### src/design/fixed_chunk_pool_allocator_defines.svh
// ----------------------------------------------------------------------------
// Assertion macros for the chunk pool allocator
// Shared same-cycle-implication and next-cycle-implication property forms.
// ----------------------------------------------------------------------------
`ifndef FIXED_CHUNK_POOL_ALLOCATOR_DEFINES_SVH
`define FIXED_CHUNK_POOL_ALLOCATOR_DEFINES_SVH

// same-cycle implication, disabled during reset
`define FCPA_ASSERT_IMP(label, ante, cons) \
    label: assert property (@(posedge i_clk) disable iff (!i_rst_n) (ante) |-> (cons)) \
        else $error("fcpa assertion failed");

// next-cycle implication, disabled during reset
`define FCPA_ASSERT_NXT(label, ante, cons) \
    label: assert property (@(posedge i_clk) disable iff (!i_rst_n) (ante) |=> (cons)) \
        else $error("fcpa assertion failed");

`endif

### src/design/fcpa_pkg.sv
// ----------------------------------------------------------------------------
// fcpa_pkg
// Constants, codes and types shared by the chunk pool allocator.
// ----------------------------------------------------------------------------
`default_nettype none

package fcpa_pkg;

    localparam int MAX_CHUNKS   = 64;
    localparam int HEADER_BYTES = 8;

    localparam int ADDR_W  = 32;
    localparam int BYTES_W = 13;
    localparam int CCNT_W  = 7;
    localparam int IDX_W   = (MAX_CHUNKS > 1) ? $clog2(MAX_CHUNKS) : 1;
    localparam int CNT_W   = $clog2(MAX_CHUNKS + 1);
    localparam int STR_W   = BYTES_W + 1;
    localparam int PROD_W  = CNT_W + STR_W;
    localparam int DIV_W   = STR_W + IDX_W;
    localparam int STEP_W  = (IDX_W > 1) ? $clog2(IDX_W) : 1;

    localparam logic [1:0] ST_OK      = 2'd0;
    localparam logic [1:0] ST_EMPTY   = 2'd1;
    localparam logic [1:0] ST_INVALID = 2'd2;

    localparam logic [1:0] REG_POOL_BASE   = 2'd0;
    localparam logic [1:0] REG_CHUNK_BYTES = 2'd1;
    localparam logic [1:0] REG_CHUNK_COUNT = 2'd2;

    typedef enum logic [1:0] {
        K_ALLOC = 2'd0,
        K_FREE  = 2'd1,
        K_CHECK = 2'd2,
        K_BAD   = 2'd3
    } t_kind;

    typedef enum logic [3:0] {
        S_IDLE,
        S_POP,
        S_MUL,
        S_ADDR,
        S_LIMIT,
        S_RANGE,
        S_DIV,
        S_CHECK,
        S_FINISH
    } t_state;

    typedef struct packed {
        logic               start;
        logic [DIV_W-1:0]   dividend;
        logic [STR_W-1:0]   divisor;
    } t_div_req;

    typedef struct packed {
        logic               done;
        logic [IDX_W-1:0]   quot;
        logic [DIV_W-1:0]   rem;
    } t_div_rsp;

endpackage

`default_nettype wire

### src/design/fcpa_div.sv
// ----------------------------------------------------------------------------
// fcpa_div
// Restoring shift-subtract divider, one quotient bit per cycle.
// ----------------------------------------------------------------------------
`default_nettype none

module fcpa_div (
    input  wire logic               i_clk,
    input  wire logic               i_rst_n,
    input  wire fcpa_pkg::t_div_req i_req,
    output fcpa_pkg::t_div_rsp      o_rsp
);
    import fcpa_pkg::*;

    logic               r_busy;
    logic [STEP_W-1:0]  r_step;
    logic [DIV_W-1:0]   r_rem;
    logic [STR_W-1:0]   r_den;
    logic [IDX_W-1:0]   r_quot;
    logic [DIV_W:0]     w_trial;

    assign w_trial = {1'b0, r_rem} - ((DIV_W + 1)'(r_den) << r_step);

    always_ff @(posedge i_clk) begin
        if (!i_rst_n) begin
            r_busy <= 1'b0;
        end else if (i_req.start) begin
            r_busy <= 1'b1;
        end else if (r_busy && (r_step == '0)) begin
            r_busy <= 1'b0;
        end
    end

    always_ff @(posedge i_clk) begin
        if (i_req.start) begin
            r_rem  <= i_req.dividend;
            r_den  <= i_req.divisor;
            r_quot <= '0;
            r_step <= STEP_W'(IDX_W - 1);
        end else if (r_busy) begin
            if (!w_trial[DIV_W]) begin
                r_rem          <= w_trial[DIV_W-1:0];
                r_quot[r_step] <= 1'b1;
            end
            r_step <= r_step - 1'b1;
        end
    end

    assign o_rsp.done = r_busy && (r_step == '0);
    assign o_rsp.quot = r_quot;
    assign o_rsp.rem  = r_rem;

endmodule

`default_nettype wire

### src/design/fixed_chunk_pool_allocator.sv
// Allocate: result registered through the pop, multiply and address states; free and
// check: limit, range, divide and check states, divide held until the divider is done;
// empty pool and unknown kind go straight to finish, out-of-range addresses after range.
// One item at a time, held by output stall: the next input beat is taken only after the
// result is handed to the output register.
// Synchronous active-low reset and writes to base, bytes or count rebuild the pool.
// ----------------------------------------------------------------------------
// fixed_chunk_pool_allocator
// Fixed-size chunk pool with a LIFO free stack, address validation by an
// iterative divider and a shared multiplier for range and address sums.
// ----------------------------------------------------------------------------
`default_nettype none

`include "fixed_chunk_pool_allocator_defines.svh"

module fixed_chunk_pool_allocator (
    input  wire logic                      i_clk,
    input  wire logic                      i_rst_n,
    input  wire logic                      i_in_valid,
    output logic                           o_in_stall,
    input  wire logic [1:0]                i_kind,
    input  wire logic [fcpa_pkg::ADDR_W-1:0] i_address,
    output logic                           o_out_valid,
    input  wire logic                      i_out_stall,
    output logic [1:0]                     o_status,
    output logic [fcpa_pkg::ADDR_W-1:0]    o_data_address,
    output logic                           o_is_valid,
    input  wire logic                      i_cfg_valid,
    output logic                           o_cfg_ready,
    input  wire logic [1:0]                i_cfg_index,
    input  wire logic [fcpa_pkg::ADDR_W-1:0] i_cfg_data
);
    import fcpa_pkg::*;

    t_state              r_state, n_state;
    t_kind               r_kind;
    logic [ADDR_W-1:0]   r_addr;
    logic [ADDR_W-1:0]   r_pool_base;
    logic [BYTES_W-1:0]  r_chunk_bytes;
    logic [CCNT_W-1:0]   r_chunk_count;
    logic                r_rebuild;

    logic [CNT_W-1:0]    r_free_cnt;
    logic [CNT_W-1:0]    r_min;
    logic [MAX_CHUNKS-1:0] r_marks;
    logic [IDX_W-1:0]    r_stack [MAX_CHUNKS];
    logic [IDX_W-1:0]    r_rd_data;

    logic [IDX_W-1:0]    r_idx;
    logic [PROD_W-1:0]   r_prod;
    logic [ADDR_W-1:0]   r_off;
    logic                r_below;

    logic [1:0]          r_res_status;
    logic [ADDR_W-1:0]   r_res_data;
    logic                r_res_valid;

    logic                r_o_valid;
    logic [1:0]          r_o_status;
    logic [ADDR_W-1:0]   r_o_data;
    logic                r_o_is_valid;

    logic [CNT_W-1:0]    w_used;
    logic [STR_W-1:0]    w_stride;
    logic [CNT_W-1:0]    w_pos;
    logic [IDX_W-1:0]    w_pop_idx;
    logic [CNT_W-1:0]    w_mul_a;
    logic [PROD_W-1:0]   w_mul;
    logic                w_hit;
    logic                w_range_bad;
    logic                w_cfg_we;
    logic                w_accept;
    logic                w_out_free;
    logic                w_pop;
    logic                w_push;
    logic                w_div_start;
    logic                w_load_out;
    t_div_req            w_div_req;
    t_div_rsp            w_div_rsp;

    // ---- configuration, taken only between items
    assign o_cfg_ready = (r_state == S_IDLE);
    assign w_cfg_we    = i_cfg_valid && o_cfg_ready;

    always_ff @(posedge i_clk) begin
        if (!i_rst_n) begin
            r_pool_base   <= '0;
            r_chunk_bytes <= BYTES_W'(64);
            r_chunk_count <= CCNT_W'(64);
            r_rebuild     <= 1'b1;
        end else begin
            r_rebuild <= 1'b0;
            if (w_cfg_we) begin
                unique case (i_cfg_index)
                    REG_POOL_BASE: begin
                        r_pool_base <= i_cfg_data;
                        r_rebuild   <= 1'b1;
                    end
                    REG_CHUNK_BYTES: begin
                        r_chunk_bytes <= i_cfg_data[BYTES_W-1:0];
                        r_rebuild     <= 1'b1;
                    end
                    REG_CHUNK_COUNT: begin
                        r_chunk_count <= i_cfg_data[CCNT_W-1:0];
                        r_rebuild     <= 1'b1;
                    end
                    default: begin
                    end
                endcase
            end
        end
    end

    assign w_used   = (32'(r_chunk_count) > 32'(MAX_CHUNKS)) ? CNT_W'(MAX_CHUNKS)
                                                           : CNT_W'(r_chunk_count);
    assign w_stride = STR_W'(r_chunk_bytes) + STR_W'(HEADER_BYTES);

    // ---- handshakes
    assign o_in_stall = (r_state != S_IDLE) || r_rebuild || i_cfg_valid;
    assign w_accept   = i_in_valid && !o_in_stall;
    assign w_out_free = !r_o_valid || !i_out_stall;

    // ---- shared multiplier: index times stride, or count times stride
    assign w_mul_a = (r_kind == K_ALLOC) ? CNT_W'(r_idx) : w_used;
    assign w_mul   = PROD_W'(w_mul_a) * PROD_W'(w_stride);

    // positions below the lowest fill since rebuild still hold their own index
    assign w_pos     = r_free_cnt - 1'b1;
    assign w_pop_idx = (w_pos < r_min) ? w_pos[IDX_W-1:0] : r_rd_data;

    assign w_range_bad = r_below || (r_off >= ADDR_W'(r_prod));
    assign w_hit       = (w_div_rsp.rem == DIV_W'(HEADER_BYTES)) && r_marks[w_div_rsp.quot];

    // ---- next state
    always_comb begin
        n_state = r_state;
        unique case (r_state)
            S_IDLE: begin
                if (w_accept) begin
                    case (t_kind'(i_kind)) inside
                        K_ALLOC:         n_state = (r_free_cnt == '0) ? S_FINISH : S_POP;
                        K_FREE, K_CHECK: n_state = S_LIMIT;
                        default:         n_state = S_FINISH;
                    endcase
                end
            end
            S_POP:    n_state = S_MUL;
            S_MUL:    n_state = S_ADDR;
            S_ADDR:   n_state = S_FINISH;
            S_LIMIT:  n_state = S_RANGE;
            S_RANGE:  n_state = w_range_bad ? S_FINISH : S_DIV;
            S_DIV:    n_state = w_div_rsp.done ? S_CHECK : S_DIV;
            S_CHECK:  n_state = S_FINISH;
            S_FINISH: n_state = w_out_free ? S_IDLE : S_FINISH;
            default:  n_state = S_IDLE;
        endcase
    end

    // ---- control strobes
    always_comb begin
        w_pop       = 1'b0;
        w_push      = 1'b0;
        w_div_start = 1'b0;
        w_load_out  = 1'b0;
        unique case (r_state)
            S_POP:    w_pop       = 1'b1;
            S_RANGE:  w_div_start = !w_range_bad;
            S_CHECK:  w_push      = (r_kind == K_FREE) && w_hit
                                    && (r_free_cnt < CNT_W'(MAX_CHUNKS));
            S_FINISH: w_load_out  = w_out_free;
            default: begin
            end
        endcase
    end

    always_ff @(posedge i_clk) begin
        if (!i_rst_n) begin
            r_state <= S_IDLE;
        end else begin
            r_state <= n_state;
        end
    end

    // ---- free stack memory
    always_ff @(posedge i_clk) begin
        if (w_push) begin
            r_stack[r_free_cnt[IDX_W-1:0]] <= w_div_rsp.quot;
        end
        r_rd_data <= r_stack[w_pos[IDX_W-1:0]];
    end

    // ---- pool state
    always_ff @(posedge i_clk) begin
        if (!i_rst_n) begin
            r_marks    <= '0;
            r_free_cnt <= '0;
            r_min      <= '0;
        end else if (r_rebuild) begin
            r_marks    <= '0;
            r_free_cnt <= w_used;
            r_min      <= w_used;
        end else if (w_pop) begin
            r_marks[w_pop_idx] <= 1'b1;
            r_free_cnt         <= w_pos;
            if (w_pos < r_min) begin
                r_min <= w_pos;
            end
        end else if (w_push) begin
            r_marks[w_div_rsp.quot] <= 1'b0;
            r_free_cnt              <= r_free_cnt + 1'b1;
        end
    end

    // ---- item datapath
    always_ff @(posedge i_clk) begin
        if (w_accept) begin
            r_kind       <= t_kind'(i_kind);
            r_addr       <= i_address;
            r_res_data   <= '0;
            r_res_valid  <= 1'b0;
            r_res_status <= ((t_kind'(i_kind) == K_ALLOC) && (r_free_cnt == '0)) ? ST_EMPTY
                                                                                 : ST_INVALID;
        end
        unique case (r_state)
            S_POP: r_idx <= w_pop_idx;
            S_MUL: r_prod <= w_mul;
            S_ADDR: begin
                r_res_data   <= r_pool_base + ADDR_W'(r_prod) + ADDR_W'(HEADER_BYTES);
                r_res_status <= ST_OK;
            end
            S_LIMIT: begin
                r_off   <= r_addr - r_pool_base;
                r_below <= r_addr < r_pool_base;
                r_prod  <= w_mul;
            end
            S_CHECK: begin
                if (w_hit && ((r_kind == K_CHECK) || w_push)) begin
                    r_res_status <= ST_OK;
                    r_res_valid  <= 1'b1;
                end
            end
            default: begin
            end
        endcase
    end

    assign w_div_req.start    = w_div_start;
    assign w_div_req.dividend = r_off[DIV_W-1:0];
    assign w_div_req.divisor  = w_stride;

    fcpa_div u_div (
        .i_clk   (i_clk),
        .i_rst_n (i_rst_n),
        .i_req   (w_div_req),
        .o_rsp   (w_div_rsp)
    );

    // ---- output register
    always_ff @(posedge i_clk) begin
        if (!i_rst_n) begin
            r_o_valid <= 1'b0;
        end else if (w_load_out) begin
            r_o_valid <= 1'b1;
        end else if (!i_out_stall) begin
            r_o_valid <= 1'b0;
        end
    end

    always_ff @(posedge i_clk) begin
        if (w_load_out) begin
            r_o_status   <= r_res_status;
            r_o_data     <= r_res_data;
            r_o_is_valid <= r_res_valid;
        end
    end

    assign o_out_valid    = r_o_valid;
    assign o_status       = r_o_status;
    assign o_data_address = r_o_data;
    assign o_is_valid     = r_o_is_valid;

    // ---- assertions
    `FCPA_ASSERT_IMP(a_free_le_used, !r_rebuild, r_free_cnt <= w_used)
    `FCPA_ASSERT_NXT(a_accept_busy, w_accept, o_in_stall)
    `FCPA_ASSERT_IMP(a_valid_means_ok, o_out_valid && o_is_valid, o_status == ST_OK)
    `FCPA_ASSERT_IMP(a_div_done_in_div, w_div_rsp.done, r_state == S_DIV)

endmodule

`default_nettype wire

### config.mk
export PLATFORM = sky130hd
export DESIGN_NAME = fixed_chunk_pool_allocator
export DESIGN_NICKNAME = d
export VERILOG_FILES = /design/src/design/fcpa_pkg.sv /design/src/design/fcpa_div.sv /design/src/design/fixed_chunk_pool_allocator.sv
export VERILOG_INCLUDE_DIRS = /design/src /design/src/design
export SDC_FILE = /design/constraint.sdc
export NUM_CORES = 1
export LEC_CHECK = 0
export BUFFER_PORTS_ARGS = -buffer_cell sky130_fd_sc_hd__buf_2
export CORE_AREA = 2 2 505 256
export CTS_BUF_LIST = sky130_fd_sc_hd__clkbuf_4 sky130_fd_sc_hd__clkbuf_8 sky130_fd_sc_hd__clkbuf_16
export CTS_CLUSTER_DIAMETER = 30
export DETAILED_ROUTE_END_ITERATION = 10
export DIE_AREA = 0 0 507 258
export HOLD_SLACK_MARGIN = 0.03
export PLACE_DENSITY = 0.53
export SETUP_SLACK_MARGIN = 0.02
export SYNTH_ARGS = -nofsm -noshare
export SYNTH_HDL_FRONTEND = slang
export SYNTH_HIERARCHICAL = 1
export SYNTH_SLANG_ARGS = --single-unit
export TNS_END_PERCENT = 1
### constraint.sdc
create_clock -name i_clk -period 5.42 [get_ports i_clk]
set_input_delay 0.813 -clock i_clk [delete_from_list [all_inputs] [get_ports i_clk]]
set_output_delay 0.813 -clock i_clk [all_outputs]
set_load 0.01 [all_outputs]
After elaboration in Yosys (flattened, before gate mapping)
Memories as Yosys holds them, arrays and structs flattened. A register that Yosys moved wholly into a read port is not among the register bits.
Cells that the tools add are included.
W data, S select, Z words.
{"block": "classes", "n_addsub": 8, "multipliers": 1, "order_cmp": 11, "eq_ne": 18, "shift": 1, "muxes": 51, "bitwise_logic": 6, "reduce_logical": 45}
{"cell": "$mux W64", "n": 2}
{"cell": "$and A64 B64 Y64", "n": 1}
{"cell": "$mux W32", "n": 2}
{"cell": "$not A64 Y64", "n": 1}
{"cell": "$or A64 B64 Y64", "n": 1}
{"cell": "$mux W20", "n": 3}
{"cell": "$mux W7", "n": 8}
{"cell": "$add A32 B21 Y32", "n": 1}
{"cell": "$add A32 B4 Y32 const B", "n": 1}
{"cell": "$ge A32 B21 Y1", "n": 1}
{"cell": "$lt A32 B32 Y1", "n": 1}
{"cell": "$pmux W4 S8", "n": 1}
{"cell": "$sub A32 B32 Y32", "n": 1}
{"cell": "$mux W4", "n": 6}
{"cell": "$mul A7 B14 Y21", "n": 1}
{"cell": "$shl A14 B3 Y21", "n": 1}
{"cell": "$sub A20 B21 Y21", "n": 1}
{"cell": "$eq A20 B4 Y1 const B", "n": 1}
{"cell": "$mux W1", "n": 20}
{"cell": "$eq A4 B3 Y1 const B", "n": 4}
{"cell": "$add A13 B4 Y14 const B", "n": 1}
{"cell": "$lt A6 B7 Y1 const B", "n": 2}
{"cell": "$demux W1 S6", "n": 2}
{"cell": "$ge A6 B1 Y1 const B", "n": 2}
{"cell": "35 further kinds", "n": 76}
{"block": "word_totals", "ff_bits": 344, "ramBits": 384, "inputBits": 73, "word_cells": 168, "n_memories": 1}
{"name": "r_stack", "depth": 64, "word_bits": 6, "read_ports": 1, "rd_clocked_by_memory_dff": 1, "wr": 1, "line_no": "fixed_chunk_pool_allocator.sv:46", "source": "logic [IDX_W-1:0] r_stack [MAX_CHUNKS];"}

Longest topological paths before layout
Gate-level depths: netlist of the first run.
{"block": "logic_depth", "word_depth": 10, "ltp_mapped": 22, "depth_no_buf": 21}

Modules after synthesis
The synthesis of the first run kept the hierarchy.
{"module": "fixed_chunk_pool_allocator", "instances": 1, "cells_each": 2837, "area_per_inst_um2": 34504.3}
{"module": "fcpa_div", "instances": 1, "cells_each": 341, "area_per_inst_um2": 3244.4}

Worst setup path after synthesis of the first run
No wires, ideal clock.
{"block": "synth_timing", "path_kind": "reg2reg", "startpoint": "reg r_kind[1]", "endpoint": "reg r_prod[20], data pin", "setup_time_ns": 0.260, "arrival_ns": 5.326, "required_time_ns": 5.160, "path_slack_ns": -0.166, "stages_incl_launch_ff": 21, "synth_period_minus_slack_ns": 5.586, "path_cell_list": "edfxtp_1 -> nor2_1 -> nor3b_1 -> a21oi_1 -> inv_1 -> and2_1 -> fa_1 -> fa_1 -> fa_1 -> inv_1 -> fa_1 -> inv_1 -> ha_1 -> a21o_1 -> a21o_1 -> a21o_1 -> a211oi_1 -> o21ai_0 -> a31o_2 -> a21oi_1 -> xnor2_1"}
{"block": "synth_between", "elab_chain_len": 3}
{"item": "start, declared", "line_no": "fixed_chunk_pool_allocator.sv:36", "source": "t_kind r_kind;"}
{"item": "start signal, assigned", "line_no": "fixed_chunk_pool_allocator.sv:217", "source": "r_kind <= t_kind'(i_kind);"}
{"item": "$logic_not A2 Y1", "line_no": "fixed_chunk_pool_allocator.sv:124", "source": "assign w_mul_a = (r_kind == K_ALLOC) ? CNT_W'(r_idx) : w_used;"}
{"item": "$mux W7", "line_no": "fixed_chunk_pool_allocator.sv:124"}
{"item": "$mul A7 B14 Y21", "line_no": "fixed_chunk_pool_allocator.sv:125", "source": "assign w_mul = PROD_W'(w_mul_a) * PROD_W'(w_stride);"}
{"item": "named net w_mul[20]", "line_no": "fixed_chunk_pool_allocator.sv:68", "source": "logic [PROD_W-1:0] w_mul;"}
{"item": "end signal, assigned", "line_no": "fixed_chunk_pool_allocator.sv:226", "source": "S_MUL: r_prod <= w_mul;"}
{"item": "end signal, assigned", "line_no": "fixed_chunk_pool_allocator.sv:234", "source": "r_prod <= w_mul;"}
{"item": "end, declared", "line_no": "fixed_chunk_pool_allocator.sv:50", "source": "logic [PROD_W-1:0] r_prod;"}
The timed path passes the listed nets, and every way through them passes these cells.
A chain may end at the register's enable or synchronous reset.

Worst setup path after layout of the first run
Same ends and word-level chain as after synthesis.

==> out/qor.txt, run 1 <==
status -> finished clean
H-tree levels -> 3
DRT Pass-1 Iters -> 6
EDFF count, synth -> 579
R2R Path End -> r_prod[20]
hold path startpoint -> i_address[21]
routability cong. -> 0.898
largest net degree at the start of global routing -> 106
Multi-input gate area -> 0.0162 mm²
Routed WL per cell -> 22.5 µm
placed cell areas -> 0.0407 mm²
num ports -> 111
clk_skew -> 0.0483 ns
Critical Path Sink Type -> register
Worst EP arrival -> 5.82 ns
Post-Place Cells -> 4949
Vias/cell -> 5.21
hold slack -> 0.286 ns
CTS tree -> built
worst reg2reg startpoint -> r_kind[1]
IR drop worst, VDD -> 0.264 mV
initial antenna violation count -> 11
Synth cell types -> 97
CTS buffer count -> 102
crit path from -> r_kind[1]
# setup viols final -> 0
vias in the first global route -> 25320
clock share of power -> 49.2%
DRC errors left -> 0
cell row count -> 93
Switch Pwr -> 3.61 mW
Final min period -> 5.40 ns
final worst-path cycle share -> 99.6%
Pwr Total -> 14.3 mW
sw frac -> 25.2%
R2R setup slack -> 0.02 ns
Mapped Cells -> 3178
Startpoint Class -> register
hold path depth -> 1
Worst Hold Class -> primary input to register
area of the die -> 0.131 mm²
first-pass GRT wire length -> 172000 µm
input/output buffers -> 110
synthesis-to-finish area growth -> 19.0%
Post-Syn Area -> 0.0377 mm²
GRT Util Overall -> 17.5%
Critical Path RT -> 5.84 ns
post-route cell area -> 0.0449 mm²
clock root buffer master -> clkbuf_16
fill count -> 12443
DRT iter0 DRCs -> 3008
max frequency -> 185 MHz
RSZ-0062 raised after global routing -> yes
height of the die -> 258 µm
Die X-Extent -> 507 µm
starting density of the core -> 29.7%
DPL Wire Length -> 82500 µm
Setup Crit Path Kind -> register to register
Comb power frac -> 7.6%
Synth Register Bits -> 734
clk sink count -> 734
core area -> 0.127 mm²
Cell Pwr Density -> 319 mW/mm²
fraction of layout cells with a size suffix above 1 -> 19.2%
Skew-Pair Late Insertion Delay -> 0.71 ns
Reg2Reg Depth -> 23
Leakage -> 15.9 nW
CTS Buffer Depth -> 3
syn_nets -> 3481
post-layout utilization of the core -> 35.4%
hold endpoint -> r_addr[21]
GR Overflow Total -> 0
Layout Cells excl Fill -> 5174
Vias -> 26975
Final Max Slew Viols -> 0
Max-cap violations -> 0
most common flop cell mapped by yosys -> edfxtp_1
Syn Area/Cell -> 11.9 µm²
measured slew at the worst slew-check pin -> 1.14 ns
Async SR Flop Fraction -> 0%
P_int -> 10.7 mW
final hold vios -> 0
CTS clk-pin slew, worst paths -> 0.06 ns
Seq pwr share -> 43.2%
register area -> 0.0205 mm²
Ys Warns -> 6
final net count -> 3676
Antenna Nets Post-Route -> 0
sequential share of the synthesized area -> 54.3%
DRT Wirelength -> 117000 µm
headroom to the max-slew limit -> 23.3%
Worst Path Max Fanout -> 5
==> registers in the layout, summed over array words and instances (netlist names), 7 cells and up <==
signal	count
r_marks	64
r_chunk_count	7
r_res_data	32
r_free_cnt	7
r_prod	21
o_data_address	32
r_stack	384
r_pool_base	32
r_addr	32
r_min	7
u_div/r_rem	20
r_off	32
r_chunk_bytes	13
u_div/r_den	14
==> cells in the final DEF (no fill, tap or decap), drive strengths merged, types with 111 or more instances in the layout <==
master and instances:
edfxtp 579, nor2 249, dfxtp 155, inv 207, ha 168, mux4 112, o21ai 119, a21oi 186
buf 244, nand2 395, clkbuf 111
==> metal layers <==
metal | part of all wire [%] | routed length [µm] | GRT usage (%) | up-vias
met5 | 0.0069 | 8 | 0 | -
met4 | 1.5 | 1760 | 3.14 | 2
met3 | 12 | 14100 | 6.90 | 150
met2 | 34 | 40200 | 20.1 | 1216
met1 | 52 | 60600 | 29.1 | 13372
li1 | - | - | - | 12235
==> what timing repair did <==
| action | CTS | global route |
|---|---|---|
| setup endpoints to repair | 4 | 8 |
| cloned | 2 | 0 |
| gates resized for setup | 30 | 45 |
| hold buffers | 0 | 0 |
| setup buffers | 18 | 11 |
| pin swaps | 23 | 45 |
==> cells by family after synthesis <==
family                     Yosys count  share of synthesized area [%]
and+or+nand+nor                   1002                           12.2
DFF                                734                           54.3
AOI/OAI and AO/OA                  614                           10.8
buffers and inverters              346                           3.64
adders and majority gates          230                           8.86
muxes                              161                           8.03
xor gates and xnor gates            91                           2.13
==> power groups by stage <==
stage / logic (mW) / registers (mW) / clock network (mW)
final: 1.08 / 6.19 / 7.05
after global routing: 1.17 / 6.20 / 7.40
after CTS: 1.04 / 6.19 / 7.17
after detailed placement: 1.02 / 6.31 / 0
after global placement: 1.02 / 6.31 / 0
after floorplan: 0.648 / 6.26 / 0
==> cell type report <==
class,count,share of cell area [%]
sequential,734,45.7
clock buffer,111,5.90
inverter,193,1.61
tap,1710,4.76
multi-input combinational,2098,36.1
clock inverter,80,2.21
antenna,4,0.0223
timing repair buffer,244,3.68
==> synth_stat cells, types with 8 or more instances <==
cell / count / area share, %
o21a_1: 21 / 0.42
o22ai_1: 11 / 0.18
o211ai_1: 26 / 0.52
buf_2: 28 / 0.37
a21boi_0: 10 / 0.20
a211oi_1: 18 / 0.36
nor4_1: 15 / 0.25
a21o_1: 36 / 0.72
edfxtp_1: 579 / 46
dfxtp_1: 155 / 8.2
nand2b_1: 27 / 0.45
clkbuf_1: 97 / 0.96
o311ai_0: 25 / 0.58
a31oi_1: 20 / 0.33
and3_1: 34 / 0.56
a21oi_1: 186 / 2.5
nor3_1: 50 / 0.66
buf_1: 19 / 0.19
nor2_1: 246 / 2.4
fa_1: 62 / 3.3
o311ai_1: 11 / 0.26
o21ai_0: 104 / 1.4
o21bai_1: 8 / 0.16
nand3_1: 82 / 1.1
nand2_1: 392 / 3.9
o21ai_1: 13 / 0.17
nand4_1: 27 / 0.45
a311oi_1: 24 / 0.56
ha_1: 168 / 5.6
nor3b_1: 8 / 0.16
and2_1: 28 / 0.46
xor2_1: 29 / 0.67
mux4_2: 112 / 6.7
or3_1: 18 / 0.30
o41ai_1: 23 / 0.53
nor2b_1: 28 / 0.46
xnor2_1: 61 / 1.4
mux2i_1: 38 / 1.0
a211o_1: 8 / 0.19
inv_1: 186 / 1.8
==> metrics by stage <==
stage	setup WS (ns)	TNS [ns]
floorplan	0.0648	0
global placement	-0.169	-0.240
CTS	0.0207	0
global route	-0.161	-0.309
detailed placement	-0.185	-0.306
finish	0.0223	0
==> critical path, cell delays in order, from the launching register on <==
cell and delay, ns:
edfxtp_1 0.41, nor2_2 0.18, buf_12 0.14, buf_12 0.10, nor3b_2 0.04, a21oi_2 0.18, buf_4 0.15, inv_2 0.04
and2_4 0.13, fa_1 0.55, fa_1 0.44, fa_1 0.52, inv_1 0.05, fa_1 0.49, inv_2 0.05, ha_4 0.21
a21o_1 0.18, a21o_1 0.15, a21o_1 0.21, a211oi_2 0.30, o21ai_2 0.13, a31o_2 0.26, a21oi_2 0.12, xnor2_1 0.08
==> worst max-delay path by stage <==
| stage | to | slack, ns | cells past startpoint |
|---|---|---|---|
| 2_1_floorplan | r_prod[20] | 0.06 | 21 |
| 3_3_place_gp | r_prod[20] | -0.17 | 21 |
| 3_5_place_dp | r_prod[20] | -0.18 | 21 |
| 4_1_cts | r_prod[19] | 0.02 | 23 |
| 5_1_grt | r_prod[20] | -0.16 | 22 |
| 6_report | r_prod[20] | 0.02 | 23 |
(Power assumes the default switching activity.)
==> run 2: changes to the inputs <==
--- a/config.mk
+++ b/config.mk
@@ -14,6 +14,7 @@
 export DIE_AREA = 0 0 507 258
 export HOLD_SLACK_MARGIN = 0.03
 export PLACE_DENSITY = 0.53
+export RECOVER_POWER = 100
 export SETUP_SLACK_MARGIN = 0.02
 export SYNTH_ARGS = -nofsm -noshare
 export SYNTH_HDL_FRONTEND = slang
==> out/qor.txt, run 2 (synthesized netlist as in run 1, its figures left out) <==
headroom to the max-slew limit -> -156% (was 23.3%)
max FFs per register -> 384 (unchanged)
R2R setup slack -> 0.02 ns (about the same)
num ports -> 111 (unchanged)
Post-Place Cells -> 4949 (unchanged)
Critical Path RT -> 5.84 ns (about the same)
final worst-path cycle share -> 99.7% (was 99.6%)
count of hold-fix buffers inserted at cts -> 0 (unchanged)
DRT iter0 DRCs -> 2918 (was 3008)
H-tree levels -> 3 (unchanged)
Reg2Reg Depth -> 23 (unchanged)
most common cell after layout, fill and taps aside -> edfxtp_1 (unchanged)
core area -> 0.127 mm² (unchanged)
CTS clk-pin slew, worst paths -> 0.06 ns (about the same)
clock share of power -> 49.2% (about the same)
largest net degree at the start of global routing -> 106 (unchanged)
Switch Pwr -> 3.60 mW (was 3.61 mW)
DRC errors left -> 0 (unchanged)
IR drop worst, VDD -> 0.265 mV (was 0.264 mV)
Worst Hold Class -> primary input to register (unchanged)
input/output buffers -> 110 (unchanged)
Leakage -> 15.9 nW (about the same)
first-pass GRT wire length -> 172000 µm (unchanged)
DPL Wire Length -> 82500 µm (unchanged)
measured slew at the worst slew-check pin -> 3.84 ns (was 1.14 ns)
RSZ-0062 raised after global routing -> yes (unchanged)
most frequent cells in the layout -> edfxtp_1 (579), nand2_1 (392), nor2_1 (236) (unchanged)
hold endpoint -> r_addr[21] (unchanged)
fraction of layout cells with a size suffix above 1 -> 18.8% (was 19.2%)
Vias/cell -> 5.21 (about the same)
Max-cap violations -> 3 (was 0)
Die X-Extent -> 507 µm (unchanged)
post-route cell area -> 0.0449 mm² (about the same)
DRT Wirelength -> 117000 µm (about the same)
Comb power frac -> 7.5% (was 7.6%)
Final min period -> 5.40 ns (about the same)
# setup viols final -> 0 (unchanged)
area of the die -> 0.131 mm² (unchanged)
GRT Util Overall -> 17.5% (unchanged)
CTS buffer count -> 102 (unchanged)
delay of the slowest critical-path stage -> 0.55 ns (about the same)
slowest CP cell -> fa_1 (unchanged)
failing checks -> max-capacitance violations, max-slew violations
clock root buffer master -> clkbuf_16 (unchanged)
sw frac -> 25.2% (about the same)
routability cong. -> 0.898 (unchanged)
Top Layer Used -> met5 (unchanged)
Worst EP arrival -> 5.83 ns (was 5.82 ns)
worst reg2reg startpoint -> r_kind[1] (unchanged)
vias in the first global route -> 25320 (unchanged)
clk_skew -> 0.0470 ns (was 0.0483 ns)
synthesis-to-finish area growth -> 18.9% (was 19.0%)
GR Overflow Total -> 0 (unchanged)
cell row count -> 93 (unchanged)
Antenna Nets Post-Route -> 0 (unchanged)
Critical Path Sink Type -> register (unchanged)
DRT Pass-1 Iters -> 5 (was 6)
Vias -> 26963 (was 26975)
max frequency -> 185 MHz (about the same)
R2R Path End -> r_prod[20] (unchanged)
Pwr Total -> 14.3 mW (about the same)
hold path depth -> 1 (unchanged)
final net count -> 3676 (unchanged)
clk sink count -> 734 (unchanged)
most used cell, CP -> fa_1 (unchanged)
CTS tree -> built (unchanged)
initial antenna violation count -> 11 (unchanged)
Seq pwr share -> 43.3% (was 43.2%)
Setup Crit Path Kind -> register to register (unchanged)
placed cell areas -> 0.0407 mm² (unchanged)
P_int -> 10.7 mW (about the same)
Worst Path Max Fanout -> 5 (unchanged)
Final Max Slew Viols -> 191 (was 0)
DRT met1 WL -> 60700 µm (was 60600 µm)
starting density of the core -> 29.7% (unchanged)
Cell Pwr Density -> 319 mW/mm² (about the same)
critical-path cell list -> nor2_2, buf_12, buf_12, nor3b_2, a21oi_2, buf_4, inv_2, and2_4, fa_1, fa_1, fa_1, inv_1, fa_1, inv_2, ha_4, a21o_1, a21o_1, a21o_1, a211oi_2, o21ai_2, a31o_2, a21oi_2, xnor2_1 (unchanged)
met2 routed WL -> 40300 µm (was 40200 µm)
height of the die -> 258 µm (unchanged)
final hold vios -> 0 (unchanged)
status -> finished, violations left (was finished clean)
Layout Cells excl Fill -> 5174 (unchanged)
Routed WL per cell -> 22.6 µm (was 22.5 µm)
met3 routed WL -> 13800 µm (was 14100 µm)
CTS Buffer Depth -> 3 (unchanged)
Startpoint Class -> register (unchanged)
hold path startpoint -> i_address[21] (unchanged)
Skew-Pair Late Insertion Delay -> 0.71 ns (about the same)
[run 2: final cells by class]
cell class	instances	area [µm²]
fill	12449	82200
sequential	734	20500
multi-input combinational	2098	16200
clock buffer	111	2650
tap	1710	2140
timing repair buffer	244	1620
clock inverter	80	991
inverter	193	724
antenna	4	10.0
[run 2: timing repair]
action / in CTS / in global routing
buffers inserted: 18 / 11
cloned: 2 / 0
hold endpoints to repair: 0 / 0
setup endpoints to repair: 4 / 8
pin swaps: 23 / 45
gates resized for setup: 30 / 45
[run 2: worst max-delay path: cells and delay by family, from the launching register on]
| kind | cells | cell delay, ns |
|---|---|---|
| adder cells (fa/ha/maj) | 5 | 2.21 |
| AO/OA/AOI/OAI | 8 | 1.53 |
| buffers and inverters | 6 | 0.53 |
| flip-flops | 1 | 0.41 |
| AND/OR/NAND/NOR | 3 | 0.36 |
| XOR/XNOR | 1 | 0.08 |
[run 2: worst max path at each step]
stage                startpoint    endpoint  slack [ns]
2_1_floorplan  r_chunk_bytes[4]  r_prod[20]        0.06
3_3_place_gp   r_chunk_bytes[4]  r_prod[20]       -0.17
3_5_place_dp   r_chunk_bytes[3]  r_prod[20]       -0.18
4_1_cts               r_kind[0]  r_prod[19]        0.02
5_1_grt               r_kind[1]  r_prod[20]       -0.16
6_report              r_kind[1]  r_prod[20]        0.02
[run 2: metrics by stage]
| step | hold WS [ns] | setup WS [ns] | setup TNS, ns | utilization (%) |
|---|---|---|---|---|
| after global placement | 0.402 | -0.169 | -0.240 | 32.1 |
| after CTS | 0.241 | 0.0207 | 0 | 35.2 |
| final | 0.287 | 0.0174 | 0 | 35.3 |
| after global routing | 0.249 | -0.161 | -0.309 | 35.3 |
| after floorplan | 0.400 | 0.0648 | 0 | - |
| after detailed placement | 0.405 | -0.185 | -0.306 | 32.1 |
[run 2: power groups by stage]
stage	logic (mW)	registers, mW	clock network [mW]
4_1_cts	1.04	6.19	7.17
3_3_place_gp	1.02	6.31	0
2_1_floorplan	0.648	6.26	0
3_5_place_dp	1.02	6.31	0
5_1_grt	1.17	6.20	7.40
6_report	1.08	6.19	7.04
[run 2: metal layers]
| layer | track usage, % | up-vias |
|---|---|---|
| met5 | 0 | - |
| met4 | 3.14 | 2 |
| met3 | 6.90 | 155 |
| met2 | 20.1 | 1217 |
| met1 | 29.1 | 13352 |
| li1 | - | 12237 |
